$ cat src/rtl/core/ppack_pkg.sv
// Shared types and constants of the polar to rectangular spectrum packer.
package ppack_pkg;

  localparam int POS_W = 10;
  localparam int VAL_W = 24;
  localparam int PH_W  = 16;

  // configuration port
  localparam int CFG_IDX_W  = 2;
  localparam int CFG_DATA_W = 10;
  localparam logic [CFG_IDX_W-1:0] REG_FROM_BIN    = 2'd0;
  localparam logic [CFG_IDX_W-1:0] REG_TO_BIN      = 2'd1;
  localparam logic [CFG_IDX_W-1:0] REG_ZERO_OTHERS = 2'd2;

  localparam logic [POS_W-1:0] FROM_BIN_RST = 10'd0;
  localparam logic [POS_W-1:0] TO_BIN_RST   = 10'd513;

  // CORDIC datapath
  localparam int ITERS = 24;
  localparam int XW    = 34;          // x, y with guard bits and gain growth
  localparam int ZW    = 34;          // angle accumulator, 2^32 per turn
  localparam int KW    = 32;
  localparam int PW    = XW + KW;     // product width
  localparam int RSH   = 38;          // final scaling shift
  localparam logic signed [KW-1:0] K_GAIN = 32'sd652032874;

  localparam logic [31:0] ATAN [ITERS] = '{
    32'd536870912, 32'd316933406, 32'd167458907, 32'd85004756,
    32'd42667331,  32'd21354465,  32'd10679838,  32'd5340245,
    32'd2670163,   32'd1335087,   32'd667544,    32'd333772,
    32'd166886,    32'd83443,     32'd41721,     32'd20860,
    32'd10430,     32'd5215,      32'd2607,      32'd1303,
    32'd651,       32'd325,       32'd162,       32'd81
  };

  // queue between the classifier and the rotation pipeline
  localparam int QDEPTH = 4;
  localparam int QAW    = $clog2(QDEPTH);
  localparam int QCW    = $clog2(QDEPTH + 1);

  typedef struct packed {
    logic [POS_W-1:0]        position;
    logic                    rotate;     // complex bin in range
    logic signed [VAL_W-1:0] magnitude;
    logic signed [PH_W-1:0]  phase;
    logic signed [VAL_W-1:0] re;         // result when not rotating
    logic signed [VAL_W-1:0] im;
  } entry_t;

endpackage

$ cat src/rtl/core/ppack_queue.sv
// Short queue of classified items between the front and the rotation pipeline.
module ppack_queue import ppack_pkg::*; (
  input  logic   clk,
  input  logic   rst,
  input  logic   push_valid,
  output logic   push_ready,
  input  entry_t push_entry,
  input  logic   pop,
  output logic   head_valid,
  output entry_t head_entry
);

  entry_t           slots [QDEPTH];
  logic [QAW-1:0]   wr_ptr;
  logic [QAW-1:0]   rd_ptr;
  logic [QCW-1:0]   count;
  logic             do_push;
  logic             do_pop;

  assign push_ready = count != QCW'(QDEPTH);
  assign head_valid = count != '0;
  assign head_entry = slots[rd_ptr];
  assign do_push    = push_valid && push_ready;
  assign do_pop     = pop && head_valid;

  always_ff @(posedge clk) begin
    if (rst) begin
      wr_ptr <= '0;
      rd_ptr <= '0;
      count  <= '0;
    end else begin
      if (do_push) wr_ptr <= wr_ptr + 1'b1;
      if (do_pop)  rd_ptr <= rd_ptr + 1'b1;
      if (do_push && !do_pop)      count <= count + 1'b1;
      else if (do_pop && !do_push) count <= count - 1'b1;
    end
  end

  always_ff @(posedge clk) begin
    if (do_push) begin
      slots[wr_ptr] <= push_entry;
    end
  end

endmodule

$ cat config.mk
export PLATFORM = sky130hd
export DESIGN_NAME = ppack_queue
export DESIGN_NICKNAME = d
export VERILOG_FILES = /design/src/rtl/core/ppack_pkg.sv /design/src/rtl/core/ppack_queue.sv
export SDC_FILE = /design/constraint.sdc
export NUM_CORES = 1
export LEC_CHECK = 0
export BUFFER_PORTS_ARGS = -buffer_cell sky130_fd_sc_hd__buf_4
export CAP_MARGIN = 30
export CORE_MARGIN = 2
export CORE_UTILIZATION = 50
export DETAILED_ROUTE_END_ITERATION = 7
export PLACE_DENSITY_LB_ADDON = 0.05
export RECOVER_POWER = 100
export SLEW_MARGIN = 10
export SYNTH_ARGS = -nofsm -noshare
export SYNTH_HDL_FRONTEND = slang
export SYNTH_SLANG_ARGS = --single-unit
export TNS_END_PERCENT = 20
$ cat constraint.sdc
create_clock -name clk -period 3.4 [get_ports clk]
set_input_delay 0.17 -clock clk [delete_from_list [all_inputs] [get_ports clk]]
set_output_delay 0.17 -clock clk [all_outputs]
set_load 0.1 [all_outputs]
==> run_results.csv, run 1 <==
group,metric,value,unit
final_layout,layout-drive-gt1-share,0.297,
cts,clk_path_buf_depth,3,
timing,finalCriticalPeriod,2.97,ns
drt,drt_wl_total,28700,µm
synthesis,syn_nets,674,
die,rows,62,
timing,hold_violations,0,
pwr,p_total,17.5,mW
die,start_util,0.510,
drt,post_drt_wl_per_cell,21.7,µm
die,core_area,28900,µm²
cts,cts_tree,"built",
synthesis,avgSynthCellArea,26.0,µm²
final_layout,final_nets,1015,
synthesis,synth_cell_types,24,
cts,cts_made_buffers,41,
timing,finalCritPeriodShare,0.873,
global_route,grt_remaining_overflow,0,
die,top_level_ports,204,
setup_path,worstPathArrival,2.80,ns
drt,viasPerCell,5.36,
cts,cts_setup_buffers,0,
setup_path,path_max_fanout,44,
synthesis,syn_area,14700,µm²
final_layout,design_area,18500,µm²
hold_path,hp-class,"primary input to register",
synthesis,netlist_instances,565,
placed_design,port_buffers,203,
drt,drt_iter0_drc,583,
placed_design,place_congestion,0.749,
drt,drt_first_pass_iters,5,
timing,rsz0062_at_grt,"false",
drt,ant_nets,0,
synthesis,yosysSeqAreaShare,0.820,
timing,timing.fmax,337,MHz
cts,cts.repair.resized,0,
cts,clk_pin_slew,0.06,ns
cts,clock-root-buffer,"clkbuf_16",
timing,setup_viol,0,
final_layout,n_antenna_cell,0,
run_status,outcome,"complete, no violations",
placed_design,postPlaceCellArea,16900,µm²
placed_design,placed_cells,1147,
job,maxCapViolCount,0,
final_layout,final_cell_count_no_fill,1321,
pwr,ir_drop,0.637,mV
die,dieArea,30800,µm²
global_route,grt_antenna_before_repair,1,
final_layout,areaGrowthSynthToFinish,25.7,%
cts,insertion_delay,0.52,ns
global_route,track_usage,0.193,
timing,slew_headroom,0.114,
pwr,leakage,6.06,nW
timing,holdWs,0.0944,ns
setup_path,cp_data_required_time,3.23,ns
global_route,grt_pass1_wl,44700,µm
drt,drc,0,
hold_path,worstHoldStart,"pop",
die,die_x,176,µm
placed_design,hpwl,17500,µm
cts,cts.sinks,405,
pwr,power_density,947,nW/µm²
timing,slew_viol_final,0,
die,die_h,176,µm
synthesis,ys_ff_latch,405,
setup_path,r2r-start,"count[0]",
setup_path,startpoint_type,"register",
timing,tightest_slew,1.34,ns
cts,htreeDepth,2,
setup_path,crit_type,"register to output pin",
timing,finClkSkew,0.0146,ns
synthesis,yosysWarnings,0,
drt,vias,7075,
global_route,first_global_vias,7812,
global_route,grt_max_degree,45,
setup_path,endpoint_kind,"output pin",
timing,fin_setup_tns,0,ns
[synth_stat cells]
cell type,instances,area share
edfxtp_1,396,0.81
mux4_2,99,0.15
buf_2,10,0.0034
clkbuf_1,9,0.0023
dfxtp_1,9,0.012
nor2_1,8,0.0020
ha_1,5,0.0043
and2_1,4,0.0017
xor2_1,4,0.0024
inv_1,3,0.00077
buf_8,2,0.0020
mux2i_1,2,0.0014
nand2b_1,2,0.00085
or3_1,2,0.00085
a21boi_2,1,0.00077
a21oi_1,1,0.00034
buf_4,1,0.00051
buf_6,1,0.00077
fa_1,1,0.0014
mux2_2,1,0.00077
nand2_1,1,0.00025
o21ai_0,1,0.00034
o311ai_0,1,0.00060
o31ai_1,1,0.00051
[layout by cell type (no fill, tap or decap), types with 4 or more instances in the layout]
cell,instances
dfxtp_1,7
xor2_1,4
clkinv_2,12
clkbuf_16,41
clkinv_1,6
clkbuf_1,116
dlygate4sd3_1,100
and2_4,4
mux4_2,99
clkbuf_2,84
buf_4,14
buf_12,10
ha_1,5
edfxtp_1,396
nor2_1,8
[state kept, by name, summed over array words and instances, names as in the netlist, named ones only]
name	flops
count	3
slots	396
rd_ptr	2
wr_ptr	2
[layout make-up]
| class | count | area (µm²) |
|---|---|---|
| Clock buffer | 48 | 1070 |
| Clock inverter | 26 | 195 |
| Fill cell | 2130 | 10400 |
| Inverter | 3 | 11.3 |
| Multi-Input combinational cell | 134 | 2510 |
| Sequential cell | 405 | 12100 |
| Tap cell | 384 | 480 |
| Timing Repair Buffer | 321 | 2150 |
[worst max-delay path, stage by stage (launching register included)]
cell and delay (ns):
dfxtp_4 0.80, buf_12 0.32, mux4_2 0.25, buf_1 0.87
[per-stage QoR]
| stage | setup slack [ns] | util |
|---|---|---|
| 2_1_floorplan | -0.164 | - |
| 5_1_grt | 0.333 | 0.641 |
| 4_1_cts | 0.721 | 0.663 |
| 3_3_place_gp | 1.25 | 0.585 |
| 3_5_place_dp | 1.15 | 0.585 |
| 6_report | 0.432 | 0.641 |
[worst paths after layout]
check,slack [ns],endpoint,depth (start not counted)
setup / recovery,0.43,head_entry[65],3
hold reg to reg,0.52,rd_ptr[1],2
hold / removal,0.09,rd_ptr[0],4
setup reg to reg,0.58,slots[1][76],4
[cell families (layout without fill, tap and decap cells)]
family	count (synthesis)	count (layout)	synth area share
xor+xnor	4	4	0.00238
mux	102	102	0.154
flops	405	405	0.820
fa+ha+maj	6	6	0.00561
simple gates	17	17	0.00570
compound gates	5	5	0.00255
buf+inv	26	398	0.00978
[power breakdown]
group / switching, mW / internal (mW) / leakage, nW / total, mW
clock: 1.76 / 2.42 / 0.636 / 4.18
combinational: 5.49 / 1.52 / 1.72 / 7.01
sequential: 0.257 / 6.06 / 3.70 / 6.32
[timing repair]
item	4_1_cts	5_1_grt
hold buffers	100	0
endpoints found under the hold margin	403	0
endpoints found under the setup margin	0	0
[routing by layer]
layer,GRT usage,share of wire
met1,0.256,0.40
met5,0,0.00045
met4,0.0568,0.023
met3,0.0472,0.071
met2,0.321,0.50
(Power assumes the default switching activity.)
==> run 2: changes to the inputs <==
- clock period: 3.4 -> 3.55 ns (I/O delays scaled with it)
==> run 2 against run 1 <==
Net effect: sequential cell count stayed put; largest cell class unchanged; critical path type unchanged; global-route usage is 0.60 points lower; sequential share of layout area down 0.21 points; register-to-register slack gained 0.09 ns.
==> run_results.csv, run 2 (synthesized netlist as in run 1, its figures left out) <==
group,metric,value,unit
final_layout,areaGrowthSynthToFinish,26.1,%
timing,slew_viol_final,0,
job,maxCapViolCount,0,
drt,ant_nets,0,
cts,clk_pin_slew,0.05,ns
cts,cts_setup_buffers,0,
drt,drt_wl_total,28200,µm
timing,timing.fmax,336,MHz
hold_path,hp-class,"primary input to register",
global_route,grt_antenna_before_repair,1,
drt,viasPerCell,5.33,
setup_path,crit_chain,"buf_12 -> mux4_2 -> clkbuf_2",
cts,cts.repair.resized,0,
drt,drt_first_pass_iters,6,
setup_path,cpPeakStageDelay,0.88,ns
setup_path,cp_data_required_time,3.37,ns
final_layout,seqCellArea,12100,µm²
cts,clk_path_buf_depth,3,
drt,post_drt_wl_per_cell,21.4,µm
setup_path,endpoint_kind,"output pin",
timing,finClkSkew,0.0112,ns
die,start_util,0.510,
timing,rsz0062_at_grt,"false",
cts,insertion_delay,0.53,ns
die,rows,62,
setup_path,path_buf_inv,2,
timing,hold_violations,0,
final_layout,final_nets,1013,
placed_design,port_buffers,203,
setup_path,worstPathArrival,2.80,ns
final_layout,final_cell_mix,"396 x edfxtp_1, 131 x clkbuf_1, 100 x dlygate4sd3_1, 99 x mux4_2, 46 x clkbuf_2",
run_status,outcome,"complete, no violations",
global_route,grt_pass1_wl,43200,µm
placed_design,place_congestion,0.774,
final_layout,nFillCells,2087,
global_route,track_usage,0.187,
drt,drc,0,
cts,cts_tree,"built",
die,top_level_ports,204,
timing,tightest_slew,1.24,ns
global_route,grt_remaining_overflow,0,
timing,fin_setup_tns,0,ns
die,die_h,176,µm
cts,cts_made_buffers,42,
timing,finalCritPeriodShare,0.839,
setup_path,cpLargestDelayFamily,"flip-flops",
timing,slew_headroom,0.175,
cts,cts.sinks,405,
cts,clock-root-buffer,"clkbuf_16",
placed_design,hpwl,16900,µm
global_route,first_global_vias,7677,
final_layout,top_regs,"slots: 396 flops, count: 3 flops",
drt,vias,7034,
final_layout,layout-drive-gt1-share,0.276,
final_layout,multi_input_area,2510,µm²
die,core_area,28900,µm²
global_route,grt_max_degree,55,
drt,drt_iter0_drc,602,
timing,finalCriticalPeriod,2.98,ns
final_layout,regMostFlops,"slots",
setup_path,crit_type,"register to output pin",
final_layout,largest_reg_flops,396,
setup_path,path_max_fanout,37,
final_layout,final_common_cell,"edfxtp_1",
die,dieArea,30800,µm²
setup_path,cp_slowest_cell,"dfxtp_2",
setup_path,startpoint_type,"register",
die,die_x,176,µm
timing,setup_viol,0,
cts,htreeDepth,2,
-- run 2: layout make-up --
| type | instances | share of cell area |
|---|---|---|
| Tap cell | 384 | 0.0259 |
| Clock buffer | 56 | 0.0629 |
| Multi-Input combinational cell | 134 | 0.135 |
| Sequential cell | 405 | 0.651 |
| Inverter | 3 | 0.000607 |
| Clock inverter | 19 | 0.00883 |
| Timing Repair Buffer | 318 | 0.116 |
| Antenna cell | 1 | 0.000135 |
-- run 2: timing repair --
action,CTS,global route
endpoints found under the setup margin,0,0
hold endpoints to repair,403,0
hold buffers,100,0
-- run 2: layer usage --
| layer | track usage | up-vias | wire length [µm] |
|---|---|---|---|
| li1 | - | 3116 | - |
| met1 | 0.242 | 3657 | 11200 |
| met2 | 0.318 | 215 | 14500 |
| met3 | 0.0463 | 46 | 1900 |
| met4 | 0.0520 | 0 | 568 |
| met5 | 0 | - | 0 |
-- run 2: path summary, 6_finish.rpt --
path / start / end / slack [ns] / cells past startpoint
worst max-delay path: register / head_entry[0] / 0.57 / 3
worst min-delay path: pop / rd_ptr[0] / 0.1 / 4
worst max register to register: count[0] / slots[0][96] / 0.67 / 4
worst min register to register: wr_ptr[1] / wr_ptr[1] / 0.53 / 2
-- run 2: worst reg2reg max path, cell delays in order (launching register included) --
cell and delay [ns]:
dfxtp_1 0.44, nor2_1 0.10, a21boi_0 0.72, and2_4 0.52
clkbuf_2 0.71
-- run 2: through the flow --
stage / utilization / worst slack (ns) / instance area [µm²] / hold WS, ns / std cells
2_1_floorplan: - / -0.0143 / 14700 / 0.276 / 565
3_3_place_gp: 0.582 / 1.38 / 16800 / 0.375 / 1144
3_5_place_dp: 0.582 / 1.25 / 16800 / 0.380 / 1144
4_1_cts: 0.663 / 0.849 / 19100 / 0.0721 / 1319
5_1_grt: 0.643 / 0.388 / 18600 / 0.122 / 1320
6_report: 0.643 / 0.572 / 18600 / 0.0991 / 1320
Power of run 2 is not shown: default switching activity piles up to over one toggle a cycle in this logic, so the estimate is an artifact.
==> run 3: changes to the inputs <==
- clock period: 3.55 -> 2.88 ns (I/O delays scaled with it)
==> run 3 against run 2 <==
Net effect: wire length decreased by 1.3%; design area is 0.84% higher; critical path type unchanged; critical path depth did not move; clock skew fell by 0.0046 ns.
==> run_results.csv, run 3 (synthesized netlist as in run 1, its figures left out) <==
group,metric,value,unit
setup_path,r2r-start,"count[0]",
pwr,ir_drop,0.682,mV
placed_design,hpwl,16400,µm
die,start_util,0.510,
setup_path,cp_slowest_cell,"dfxtp_2",
final_layout,final_common_cell,"edfxtp_1",
setup_path,rrSetupSlack,0.39,ns
drt,drc,0,
timing,slew_headroom,0.220,
final_layout,nFillCells,2074,
drt,ant_nets,0,
setup_path,path_max_fanout,51,
job,maxCapViolCount,0,
drt,viasPerCell,5.32,
die,top_level_ports,204,
setup_path,worstPathArrival,2.48,ns
timing,slew_viol_final,0,
setup_path,cpPeakStageDelay,0.79,ns
setup_path,startpoint_type,"register",
timing,hold_violations,0,
cts,htreeDepth,2,
pwr,p_total,21.2,mW
cts,clock-root-buffer,"clkbuf_16",
global_route,track_usage,0.185,
cts,cts_made_buffers,42,
global_route,first_global_vias,7831,
timing,tightest_slew,1.17,ns
pwr,power_density,1130,nW/µm²
setup_path,cpLargestDelayFamily,"flip-flops",
timing,finalCritPeriodShare,0.912,
cts,insertion_delay,0.52,ns
die,die_x,176,µm
die,rows,62,
cts,clk_pin_slew,0.06,ns
final_layout,areaGrowthSynthToFinish,27.2,%
die,dieArea,30800,µm²
final_layout,top_regs,"slots: 396 flops, count: 3 flops",
final_layout,largest_reg_flops,396,
final_layout,regMostFlops,"slots",
setup_path,crit_type,"register to output pin",
timing,setup_viol,0,
cts,cts.sinks,405,
timing,timing.fmax,381,MHz
final_layout,final_cell_mix,"396 x edfxtp_1, 107 x clkbuf_1, 100 x dlygate4sd3_1, 99 x mux4_2, 64 x buf_4",
setup_path,path_buf_inv,2,
die,core_area,28900,µm²
hold_path,hp-class,"primary input to register",
placed_design,place_congestion,0.716,
timing,finalCriticalPeriod,2.63,ns
timing,finClkSkew,0.00657,ns
global_route,grt_pass1_wl,43000,µm
setup_path,worst_r2r_endpoint,"slots[0][61]",
timing,rsz0062_at_grt,"false",
hold_path,worstHoldStart,"pop",
final_layout,layout-drive-gt1-share,0.299,
drt,drt_wl_total,27800,µm
cts,cts_tree,"built",
run_status,outcome,"complete, no violations",
setup_path,endpoint_kind,"output pin",
setup_path,crit_chain,"buf_12 -> mux4_2 -> clkbuf_2",
global_route,grt_antenna_before_repair,1,
hold_path,hold_depth,4,
final_layout,final_nets,1015,
drt,post_drt_wl_per_cell,21.1,µm
cts,cts_setup_buffers,0,
drt,vias,7020,
drt,drt_iter0_drc,563,
global_route,grt_remaining_overflow,0,
setup_path,cp_data_required_time,2.74,ns
cts,clk_path_buf_depth,3,
global_route,grt_max_degree,61,
final_layout,utilization,0.648,
die,die_h,176,µm
setup_path,rr_worst_depth,4,
pwr,leakage,6.14,nW
drt,drt_first_pass_iters,4,
placed_design,port_buffers,203,
run 3: worst max-delay path by stage:
stage          depth (start not counted)        endpoint  slack, ns  startpoint
3_3_place_gp                           8        count[2]       0.75    count[0]
4_1_cts                                3  head_entry[57]       0.34    register
6_report                               3  head_entry[60]       0.25    register
3_5_place_dp                           8        count[2]       0.61    count[0]
5_1_grt                                3   head_entry[4]       0.14    register
2_1_floorplan                          3     slots[0][0]      -0.68    count[0]
run 3: worst register-to-register path, stage by stage, from the launching register on:
cell	delay, ns
dfxtp_1	0.45
nor2_1	0.12
a21boi_2	0.31
and2_1	0.87
buf_12	0.37
run 3: layer usage:
layer,share of wire,vias to the layer above,global-route usage
met5,0,-,0
met4,0.017,0,0.0496
met3,0.067,40,0.0476
met2,0.52,210,0.326
met1,0.40,3648,0.227
li1,-,3122,-
run 3: metrics by stage:
step / setup slack, ns / instance area, µm² / cells / TNS (ns) / hold WS (ns)
2_1_floorplan: -0.684 / 14700 / 565 / -203.24 / 0.243
3_3_place_gp: 0.748 / 16900 / 1146 / 0 / 0.342
3_5_place_dp: 0.607 / 16900 / 1146 / 0 / 0.346
4_1_cts: 0.335 / 19200 / 1319 / 0 / 0.0219
5_1_grt: 0.140 / 18700 / 1320 / 0 / 0.0487
6_report: 0.252 / 18700 / 1320 / 0 / 0.0458
run 3: power breakdown:
group | total (mW) | internal [mW] | switching, mW | leakage, nW
sequential | 7.44 | 7.16 | 0.283 | 3.70
clock | 5.21 | 3.17 | 2.03 | 0.665
combinational | 8.57 | 2.09 | 6.48 | 1.77
run 3: cell type report:
type	count	area, µm²	area share
Sequential cell	405	12100	0.645
Timing Repair Buffer	320	2290	0.123
Inverter	3	11.3	0.000602
Clock inverter	22	198	0.0106
Tap cell	384	480	0.0257
Multi-Input combinational cell	134	2500	0.134
Clock buffer	51	1150	0.0614
Antenna cell	1	2.50	0.000134
run 3: timing repair:
item / 4_1_cts / 5_1_grt
endpoints found under the hold margin: 405 / 0
hold buffers: 100 / 0
gates resized for setup: 0 / 0
